<file path="config.mk">
export PLATFORM = sky130hd
export DESIGN_NAME = isc_divider
export DESIGN_NICKNAME = d
export VERILOG_FILES = /design/src/sv/isc_pkg.sv /design/src/sv/isc_divider.sv
export SDC_FILE = /design/constraint.sdc
export NUM_CORES = 1
export LEC_CHECK = 0
export BUFFER_PORTS_ARGS = -buffer_cell sky130_fd_sc_hd__buf_2
export CAP_MARGIN = 10
export CORE_MARGIN = 5
export CORE_UTILIZATION = 60
export DETAILED_ROUTE_END_ITERATION = 10
export GPL_TIMING_DRIVEN = 0
export PLACE_DENSITY = 0.81
export SETUP_SLACK_MARGIN = 0.5
export SKIP_LAST_GASP = 1
export SLEW_MARGIN = 20
export SYNTH_ARGS = -nofsm -noshare
export SYNTH_HDL_FRONTEND = slang
export SYNTH_SLANG_ARGS = --single-unit
</file>
<file path="constraint.sdc">
create_clock -name clk_i -period 4 [get_ports clk_i]
set_clock_uncertainty 0.2 [all_clocks]
set_input_delay 0.2 -clock clk_i [delete_from_list [all_inputs] [get_ports clk_i]]
set_output_delay 0.2 -clock clk_i [all_outputs]
set_load 0.02 [all_outputs]
</file>
<file path="src/sv/isc_pkg.sv">
// ----------------------------------------------------------------------------
// isc_pkg: shared types for the integer stack calculator
// Request and result payloads, request and status codes, controller states.
// ----------------------------------------------------------------------------
package isc_pkg;

  localparam int unsigned WORD_W   = 32;
  localparam int unsigned POS_W    = 10;
  localparam int unsigned DEPTH_W  = 11;
  localparam int unsigned TYPE_W   = 3;
  localparam int unsigned STATUS_W = 3;

  typedef logic [WORD_W-1:0]  word_t;
  typedef logic [DEPTH_W-1:0] depth_t;

  typedef enum logic [TYPE_W-1:0] {
    REQ_PUSH   = 3'd0,
    REQ_POP    = 3'd1,
    REQ_RD_TOP = 3'd2,
    REQ_RD_BOT = 3'd3,
    REQ_ADD    = 3'd4,
    REQ_SUB    = 3'd5,
    REQ_MUL    = 3'd6,
    REQ_DIV    = 3'd7
  } req_e;

  typedef enum logic [STATUS_W-1:0] {
    STAT_OK      = 3'd0,
    STAT_FULL    = 3'd1,
    STAT_EMPTY   = 3'd2,
    STAT_RANGE   = 3'd3,
    STAT_FEW     = 3'd4,
    STAT_DIVZERO = 3'd5
  } status_e;

  typedef enum logic [2:0] {
    ST_IDLE,
    ST_ISSUE,
    ST_CAPT,
    ST_RD_SEC,
    ST_OPER,
    ST_DIV_WAIT,
    ST_WRBACK,
    ST_FINISH
  } state_e;

  typedef struct packed {
    req_e               req_type;
    logic signed [31:0] push_value;
    logic [POS_W-1:0]   position;
  } in_req_t;

  typedef struct packed {
    logic signed [31:0] read_value;
    status_e            status;
    depth_t             depth_now;
  } out_res_t;

endpackage

</file>
<file path="src/sv/isc_divider.sv">
// ----------------------------------------------------------------------------
// isc_divider: iterative floor divider
// Restoring radix-2 division on magnitudes, one quotient bit per cycle,
// followed by a sign fixup that rounds toward minus infinity.
// ----------------------------------------------------------------------------
module isc_divider (
  input  logic          clk_i,
  input  logic          rst_ni,
  input  logic          start_i,
  input  isc_pkg::word_t dividend_i,
  input  isc_pkg::word_t divisor_i,
  output logic          done_o,
  output isc_pkg::word_t quotient_o
);

  localparam int unsigned W     = isc_pkg::WORD_W;
  localparam int unsigned CNT_W = $clog2(W + 1);

  logic             busy_q, busy_d;
  logic             fix_q, fix_d;
  logic             done_q, done_d;
  logic [CNT_W-1:0] cnt_q, cnt_d;

  logic             neg_q;
  logic [W-1:0]     dvd_q, dvs_q, rem_q, quot_q;

  logic [W-1:0]     a_mag, b_mag;
  logic [W:0]       rem_sh, diff;
  logic             qbit;
  logic [W-1:0]     rem_nx;

  assign a_mag  = dividend_i[W-1] ? (~dividend_i + W'(1)) : dividend_i;
  assign b_mag  = divisor_i[W-1]  ? (~divisor_i + W'(1))  : divisor_i;

  assign rem_sh = {rem_q, dvd_q[W-1]};
  assign diff   = rem_sh - {1'b0, dvs_q};
  assign qbit   = ~diff[W];
  assign rem_nx = qbit ? diff[W-1:0] : rem_sh[W-1:0];

  always_comb begin
    busy_d = busy_q;
    fix_d  = 1'b0;
    done_d = 1'b0;
    cnt_d  = cnt_q;
    if (start_i) begin
      busy_d = 1'b1;
      cnt_d  = CNT_W'(W);
    end else if (busy_q) begin
      cnt_d = cnt_q - CNT_W'(1);
      if (cnt_q == CNT_W'(1)) begin
        busy_d = 1'b0;
        fix_d  = 1'b1;
      end
    end else if (fix_q) begin
      done_d = 1'b1;
    end
  end

  always_ff @(posedge clk_i or negedge rst_ni) begin
    if (!rst_ni) begin
      busy_q <= 1'b0;
      fix_q  <= 1'b0;
      done_q <= 1'b0;
      cnt_q  <= '0;
    end else begin
      busy_q <= busy_d;
      fix_q  <= fix_d;
      done_q <= done_d;
      cnt_q  <= cnt_d;
    end
  end

  // dvd_q shifts the dividend out and the quotient bits in
  always_ff @(posedge clk_i) begin
    if (start_i) begin
      dvd_q <= a_mag;
      dvs_q <= b_mag;
      rem_q <= '0;
      neg_q <= dividend_i[W-1] ^ divisor_i[W-1];
    end else if (busy_q) begin
      dvd_q <= {dvd_q[W-2:0], qbit};
      rem_q <= rem_nx;
    end
    if (fix_q) begin
      // negative inexact quotient: -(q+1) == ~q
      if (neg_q) begin
        quot_q <= (|rem_q) ? ~dvd_q : (~dvd_q + W'(1));
      end else begin
        quot_q <= dvd_q;
      end
    end
  end

  assign done_o     = done_q;
  assign quotient_o = quot_q;

endmodule

</file>
# ---- Yosys cells after proc, flatten, opt, wreduce, memory -nomap -nowiden
# Cells that the tools add are included.
# Widths: inputs -> output; s select.
dict set report classes {
  n_reduce_logical 2
  n_mux 18
  div 0
  eq_ne 1
  shift 0
  n_addsub 5
  multipliers 0
  n_bitwise 5
  order_cmp 0
}
# cell count
set ops {}
lappend ops {{$mux 32} 6}
lappend ops {{$add 32x1->32 const B} 3}
lappend ops {{$not 32->32} 3}
lappend ops {{$sub 33x32->33} 1}
lappend ops {{$reduce_or 32->1} 1}
lappend ops {{$mux 31} 1}
lappend ops {{$mux 6} 2}
lappend ops {{$mux 1} 9}
lappend ops {{$eq 6x1->1 const B} 1}
lappend ops {{$sub 6x1->6 const B} 1}
lappend ops {{$reduce_bool 2->1} 1}
lappend ops {{$not 1->1} 1}
lappend ops {{$xor 1x1->1} 1}
dict set report totals {
  mem_bits_ro 0
  input_bits 67
  latchBits 0
  regBits 138
  memories 0
  wordCells 41
  ram_bits 0
  output_inout_bits 33
}

# ---- Depth between registers and ports, before layout
# Gate-level depths: netlist of the first run.
dict set report depth {
  ltp_word 4
  ltp_mapped 14
}

# ---- Worst setup path before layout of the first run
# OpenSTA, ideal clock, no wires.
dict set report synth_timing {
  path_type {register to register}
  start {register dvd_q[15]}
  end {register quot_q[31] (netlist: quotient_o[31]) (data pin)}
  setup_ps 260
  stages_incl_launch_ff 10
  slack_ps 350
  t_required_ps 3540
  t_arrival_ps 3190
  synth_period_minus_slack_ps 3650
  cell_sequence {edfxtp_1 -> or4_4 -> or3_4 -> or3_4 -> or3_1 -> or2_1 -> or3_4 -> or3_4 -> o31ai_2 -> xnor2_1}
}
dict set report synth_between {
  elab_chain_cells 4
}
# element line
set synth_rtl {}
lappend synth_rtl {{start: declaration} isc_divider.sv:25} ;# logic [W-1:0] dvd_q, dvs_q, rem_q, quot_q;
lappend synth_rtl {{start signal: assignment} isc_divider.sv:76} ;# dvd_q <= a_mag;
lappend synth_rtl {{start signal: assignment} isc_divider.sv:81} ;# dvd_q <= {dvd_q[W-2:0], qbit};
lappend synth_rtl {{$not 32->32} isc_divider.sv:87} ;# quot_q <= (|rem_q) ? ~dvd_q : (~dvd_q + W'(1));
lappend synth_rtl {{$add 32x1->32} isc_divider.sv:87}
lappend synth_rtl {{$mux 32} isc_divider.sv:87}
lappend synth_rtl {{$mux 32} isc_divider.sv:86} ;# if (neg_q) begin
lappend synth_rtl {{end signal: assignment} isc_divider.sv:87}
lappend synth_rtl {{end signal: assignment} isc_divider.sv:89} ;# quot_q <= dvd_q;
lappend synth_rtl {{end: declaration} isc_divider.sv:25}
# No other way between the ends.
# A chain may end at the register's enable or synchronous reset.

# ---- Final worst setup path of the first run
dict set report layout_timing {
  start {register dvd_q[15]}
  end {register quot_q[28] (netlist: quotient_o[28]) (data pin)}
}
# The elaborated chain is that of the path after synthesis.

==> flow_metrics.env, run 1 <==
export IMPL_status="finished clean"
export IMPL_path_cells="or4_4, or3_4, or3_4, or3_4, or2_4, or3_4, or4_4, a21oi_2, xnor2_1"
export IMPL_synthesis_nets=1046
export IMPL_maxSlewViolCount=0
export IMPL_placed_area_um2=9720
export IMPL_cts_htree_levels=4
export IMPL_ys_warn_count=0
export IMPL_crit_required_ps=3980
export IMPL_cts_root_buf="clkbuf_16"
export IMPL_vias=7973
export IMPL_ys_seq_area_frac=0.421
export IMPL_relSlewSlack=0.438
export IMPL_dieArea_um2=17500
export IMPL_rsz0062_at_grt="true"
export IMPL_overflow=0
export IMPL_final_common_cell="buf_2"
export IMPL_core_area_um2=14600
export IMPL_synth_edf_count=97
export IMPL_crit_slowest_cell="or4_4"
export IMPL_antenna_cells=0
export IMPL_cts_tree="built"
export IMPL_drc=0
export IMPL_gp_congestion=0.895
export IMPL_crit_path_end_kind="flip-flop"
export IMPL_wl_um=22800
export IMPL_max_cap_viol_count=0
export IMPL_peakVddDrop_mv=0.361
export IMPL_ys_flop_type="edfxtp_1"
export IMPL_cp_common_cell="or3_4"
export IMPL_finalCritPeriodShare=0.926
export IMPL_grt_max_degree=35
export IMPL_synth_avg_cell_area_um2=9.54
export IMPL_final_area_um2=11000
export IMPL_critPathArrivalTime_ps=3680
export IMPL_worst_path_max_fanout=4
export IMPL_p_leak_uw=0.00436
export IMPL_drtPass1Iterations=6
export IMPL_setup_violations=0
export IMPL_cp_num_buf_inv=0
export IMPL_hpwl_um=15800
export IMPL_synthArstFlopShare=0.0652
export IMPL_boundaryPins=100
export IMPL_initial_core_util=0.615
export IMPL_criticalPathCategory="flip-flop to flip-flop"
export IMPL_rows=44
export IMPL_ant_nets=0
export IMPL_startpoint_type="flip-flop"
export IMPL_fmax_ghz=0.270
export IMPL_yosysUniqueCellTypes=60
export IMPL_clockBufferDepth=2
export IMPL_worst_pin_slew_ps=843
export IMPL_syn_area_um2=8970
export IMPL_synthCells=941
export IMPL_most_common_layout_cells="buf_2 (99), edfxtp_1 (97), nor2_1 (82), xnor2_1 (77), a21oi_1 (63)"
export IMPL_finalNetCount=1221
export IMPL_cts_sinks=138
export IMPL_antenna_found_initial=0
export IMPL_clock_latency_ps=430
export IMPL_io_buffers=99
export IMPL_grt_usage=0.255
export IMPL_grt_pass1_wl_um=36900
export IMPL_setup_tns_ps=0
export IMPL_power_density_nw_per_um2=435
export IMPL_hold_viol_final=0
export IMPL_syn2layout_area_growth_pct=22.8
export IMPL_wire_per_inst_um=17.4
export IMPL_cts_buffers=17
export IMPL_cts_reportedPaths_clkPinSlew_ps=60
export IMPL_die_height_um=132
export IMPL_detail_route_iter0_violations=734
export IMPL_die_w_um=132
export IMPL_vias_per_cell=6.07
export IMPL_drive_above_1_share=0.167
export IMPL_cpPeakStageDelay_ps=560
export IMPL_hp_class="input pin to flip-flop"
export IMPL_min_period_ps=3710
export IMPL_synth_seq_cells=138
export IMPL_first_global_vias=7642
export IMPL_crit_family="simple AND/OR/NAND/NOR gates"
## per-layer routing
metal  vias up  track usage  part of all wire
met1      3743        0.324              0.42
li1       3802            -                 -
met2       369        0.431              0.48
met4         0        0.102             0.026
met3        59       0.0466             0.072
met5         -            0                 0
## worst reg2reg max path, cell delays in order, from the launching register on
cell and delay [ps]:
edfxtp_1 410, or4_4 560, or3_4 360, or3_4 340, or3_4 340, or2_4 240
or3_4 350, or4_4 430, a21oi_2 150, xnor2_1 70
## per-stage QoR
stage / hold WS (ps) / setup slack (ps) / power (uW) / util / cells
finish: 6.40 / 295 / 4800 / 0.755 / 1313
global route: 20.6 / 238 / 5010 / 0.755 / 1313
CTS: 2.51 / 364 / 4760 / 0.747 / 1308
detailed placement: -128 / -14.2 / 2980 / 0.666 / 1224
global placement: -129 / 63.8 / 2940 / 0.666 / 1224
floorplan: -296 / 361 / 2670 / - / 941
## sequential cells by signal, summed over array words and instances (netlist names)
| name | count |
|---|---|
| cnt_q | 6 |
| neg_q | 1 |
| quotient_o | 32 |
| busy_q | 1 |
| dvd_q | 32 |
| rem_q | 32 |
| done_o | 1 |
| dvs_q | 32 |
| fix_q | 1 |
## synthesized netlist by cell type (3+ instances only)
cell type	instances	share of area
edfxtp_1	97	0.32
nor2_1	82	0.034
xnor2_1	78	0.076
a21oi_1	70	0.039
nand2_1	61	0.026
inv_1	52	0.022
o21ai_0	48	0.027
xor2_1	44	0.043
clkbuf_1	39	0.016
ha_1	37	0.052
dfxtp_1	32	0.071
a211oi_1	30	0.025
mux2i_1	28	0.031
o31ai_1	27	0.023
nand2b_1	17	0.012
a21o_1	16	0.013
nor4_1	14	0.0098
or3_1	13	0.0091
nor3_1	12	0.0067
or4_1	12	0.010
o41ai_1	10	0.0098
dfrtp_1	9	0.025
nand3_1	9	0.0050
and2_1	7	0.0049
and3_1	7	0.0049
nand4_1	7	0.0049
o211ai_1	6	0.0050
o21bai_1	5	0.0042
or2_2	5	0.0035
a21boi_0	4	0.0033
a311oi_1	4	0.0039
a31oi_1	4	0.0028
nor2b_1	4	0.0028
o21a_1	4	0.0033
or3_4	4	0.0050
a31o_2	3	0.0029
mux2_2	3	0.0038
nand3b_1	3	0.0025
nor3b_1	3	0.0025
nor4b_1	3	0.0029
o22ai_1	3	0.0021
o311ai_0	3	0.0029
## report_power, final
part           switching, uW  internal [uW]  total (uW)  leakage [uW]
logic                    675            509        1180       0.00275
clock network            622           1110        1730      0.000304
registers                150           1730        1880       0.00131
total                   1450           3350        4800       0.00436
## area by class of cell
type | instances | area (um2)
buffer | 43 | 180
multi-input combinational | 708 | 4950
inverter | 52 | 195
tap | 184 | 230
clock inverter | 14 | 220
sequential | 138 | 3780
timing repair buffer | 156 | 1040
clock buffer | 18 | 429
fill | 971 | 3570
## final timing paths
check | start | to | slack, ps | cells after the start
min reg2reg | rem_q[27]$_SDFFE_PP0P_ | rem_q[27]$_SDFFE_PP0P_ | 340 | 2
min | dividend_i[1] | dvd_q[1]$_DFFE_PP_ | 6 | 3
max | dvd_q[15]$_DFFE_PP_ | quotient_o[28]$_DFFE_PP_ | 290 | 9
max in group asynchronous | rst_ni | fix_q$_DFF_PN0_ | 2670 | 3
max reg2reg | dvd_q[15]$_DFFE_PP_ | quotient_o[28]$_DFFE_PP_ | 290 | 9
min in group asynchronous | rst_ni | cnt_q[3]$_DFFE_PN0P_ | 590 | 3
## what timing repair did
action	CTS	global route
hold buffers	46	0
gates resized for setup	10	27
endpoints found under the setup margin	35	39
cloned	0	0
endpoints found under the hold margin	51	0
pin swaps	7	2
setup buffers	6	5
## cells by family after synthesis
| kind of cell | after synthesis | synth area share |
|---|---|---|
| AND/OR/NAND/NOR | 270 | 0.153 |
| AO/OA/AOI/OAI | 247 | 0.178 |
| flip-flops | 138 | 0.421 |
| XOR/XNOR | 122 | 0.119 |
| buffers and inverters | 95 | 0.0400 |
| adder cells (fa/ha/maj) | 38 | 0.0538 |
| multiplexers | 31 | 0.0350 |
Note: power is estimated with default switching activity, not from simulation.
==> inputs of run 2 (changes only) <==
Settings changed: PLACE_DENSITY 0.81 to 0.79, SLEW_MARGIN 20 to default.
==> flow_metrics.env, run 2 (synthesis gave the netlist of run 1 again) <==
export IMPL_rows=44
export IMPL_relSlewSlack=0.488
export IMPL_dieArea_um2=17500
export IMPL_min_period_ps=3650
export IMPL_criticalPathCategory="flip-flop to flip-flop"
export IMPL_regToRegStartpoint="dvd_q[13]$_DFFE_PP_"
export IMPL_crit_family="simple AND/OR/NAND/NOR gates"
export IMPL_gp_congestion=0.903
export IMPL_power_switching_share=0.306
export IMPL_max_cap_viol_count=0
export IMPL_rsz0062_at_grt="true"
export IMPL_finalNetCount=1223
export IMPL_crit_slowest_cell="or4_4"
export IMPL_vias_per_cell=5.98
export IMPL_grt_pass1_wl_um=36600
export IMPL_hp_class="input pin to flip-flop"
export IMPL_cts_htree_levels=4
export IMPL_antenna_found_initial=0
export IMPL_first_global_vias=7620
export IMPL_min_to="dvs_q[1]$_DFFE_PP_"
export IMPL_initial_core_util=0.615
export IMPL_hold_viol_final=0
export IMPL_cp_common_cell="or3_4"
export IMPL_n_fill_cell=1001
export IMPL_antenna_cells=0
export IMPL_worst_pin_slew_ps=768
export IMPL_wire_per_inst_um=17.4
export IMPL_cts_tree="built"
export IMPL_power_frac_comb=0.251
export IMPL_multi_input_area_um2=4940
export IMPL_clkPwrFrac=0.352
export IMPL_final_common_cell="buf_2"
export IMPL_drc=0
export IMPL_io_buffers=99
export IMPL_setup_tns_ps=0
export IMPL_hold_depth=3
export IMPL_post_route_util=0.756
export IMPL_crit_required_ps=3980
export IMPL_detail_route_iter0_violations=660
export IMPL_grt_usage=0.253
export IMPL_cts_buffers=17
export IMPL_worstHoldStart="divisor_i[1]"
export IMPL_status="finished clean"
export IMPL_reg2regPathDepth=9
export IMPL_die_height_um=132
export IMPL_cts_sinks=138
export IMPL_final_seq_area_um2=3780
export IMPL_crit_path_end_kind="flip-flop"
export IMPL_startpoint_type="flip-flop"
export IMPL_p_int_uw=3290
export IMPL_cp_num_buf_inv=0
export IMPL_p_seq_frac=0.397
export IMPL_cpPeakStageDelay_ps=550
export IMPL_syn2layout_area_growth_pct=22.9
export IMPL_ff2ff_setup_slack_ps=350
export IMPL_overflow=0
export IMPL_ant_nets=0
export IMPL_core_area_um2=14600
export IMPL_wl_um=22900
export IMPL_most_common_layout_cells="buf_2 (99), edfxtp_1 (97), nor2_1 (82), xnor2_1 (77), a21oi_1 (64)"
export IMPL_grt_max_degree=35
export IMPL_path_cells="or4_4, or3_4, or3_4, or3_4, or2_1, or3_4, or4_4, a21oi_4, xnor2_2"
export IMPL_finalCritPeriodShare=0.913
export IMPL_drtPass1Iterations=5
export IMPL_die_w_um=132
export IMPL_cts_root_buf="clkbuf_16"
export IMPL_clockBufferDepth=2
export IMPL_peakVddDrop_mv=0.334
export IMPL_p_switching_uw=1450
export IMPL_cts_reportedPaths_clkPinSlew_ps=60
export IMPL_r2r_end="quotient_o[28]$_DFFE_PP_"
export IMPL_power_density_nw_per_um2=430
export IMPL_fmax_ghz=0.274
export IMPL_worst_path_max_fanout=4
export IMPL_setup_violations=0
export IMPL_maxSlewViolCount=0
export IMPL_vias=7867
export IMPL_drive_above_1_share=0.164
export IMPL_p_leak_uw=0.00437
export IMPL_critPathArrivalTime_ps=3630
export IMPL_hpwl_um=15600
export IMPL_boundaryPins=100
export IMPL_clock_latency_ps=430
[run 2: cell types whose count changed in the layout (fill, tap and decap cells not counted), moves of 2 or more]
| cell | previous run | this run |
|---|---|---|
| clkinv_4 | 4 | 2 |
| a21oi_2 | 7 | 5 |
| o21ai_0 | 47 | 45 |
| inv_6 | 1 | 3 |
| or2_4 | 2 | 0 |
| clkinv_2 | 0 | 2 |
| o21ai_1 | 0 | 3 |
| buf_16 | 0 | 2 |
[run 2: worst min-delay path: stages]
cell and delay [ps]:
buf_2 100, inv_1 50, o21ai_0 170
[run 2: power by group through the flow]
stage / Clock (uW) / Sequential, uW / Combinational, uW
final: 1670 / 1880 / 1190
after global routing: 1730 / 1900 / 1320
after CTS: 1670 / 1880 / 1140
after detailed placement: 0 / 1910 / 1070
after global placement: 0 / 1900 / 1040
after floorplan: 0 / 1870 / 797
[run 2: worst max-delay path by stage]
stage	startpoint	endpoint	slack (ps)	cells after the start
floorplan	dvd_q[14]$_DFFE_PP_	quotient_o[31]$_DFFE_PP_	360	9
global placement	rem_q[14]$_SDFFE_PP0P_	rem_q[29]$_SDFFE_PP0P_	-70	11
detailed placement	rem_q[14]$_SDFFE_PP0P_	rem_q[29]$_SDFFE_PP0P_	-120	11
CTS	dvd_q[13]$_DFFE_PP_	quotient_o[28]$_DFFE_PP_	370	9
global route	dvd_q[13]$_DFFE_PP_	quotient_o[28]$_DFFE_PP_	280	9
finish	dvd_q[13]$_DFFE_PP_	quotient_o[28]$_DFFE_PP_	350	9
[run 2: timing repair]
| action | CTS | global route |
|---|---|---|
| endpoints found under the hold margin | 50 | 0 |
| hold buffers | 45 | 0 |
| resized for setup | 11 | 21 |
| pin swaps | 4 | 1 |
| setup buffers | 8 | 4 |
| setup endpoints to repair | 36 | 37 |
[run 2: through the flow]
stage / setup WS [ps] / hold slack, ps / cells / power, uW / cell area [um2]
detailed placement: -115 / -142 / 1224 / 2980 / 9710
global placement: -68.4 / -138 / 1224 / 2950 / 9710
floorplan: 361 / -296 / 941 / 2670 / 8990
finish: 346 / 6.43 / 1315 / 4740 / 11000
global route: 278 / 27.6 / 1315 / 4950 / 11000
CTS: 369 / 2.96 / 1309 / 4690 / 10900
[run 2: layout make-up]
cell class,count,share of cell area
Timing Repair Buffer,158,0.0989
Sequential cell,138,0.343
Buffer,43,0.0162
Tap cell,184,0.0209
Clock inverter,15,0.0178
Multi-Input combinational cell,708,0.447
Clock buffer,17,0.0386
Inverter,52,0.0177
[run 2: per-layer routing]
metal	vias up	track usage	share of wire
li1	3804	-	-
met1	3632	0.311	0.40
met2	368	0.445	0.50
met3	63	0.0466	0.073
met4	0	0.0928	0.028
met5	-	0	0
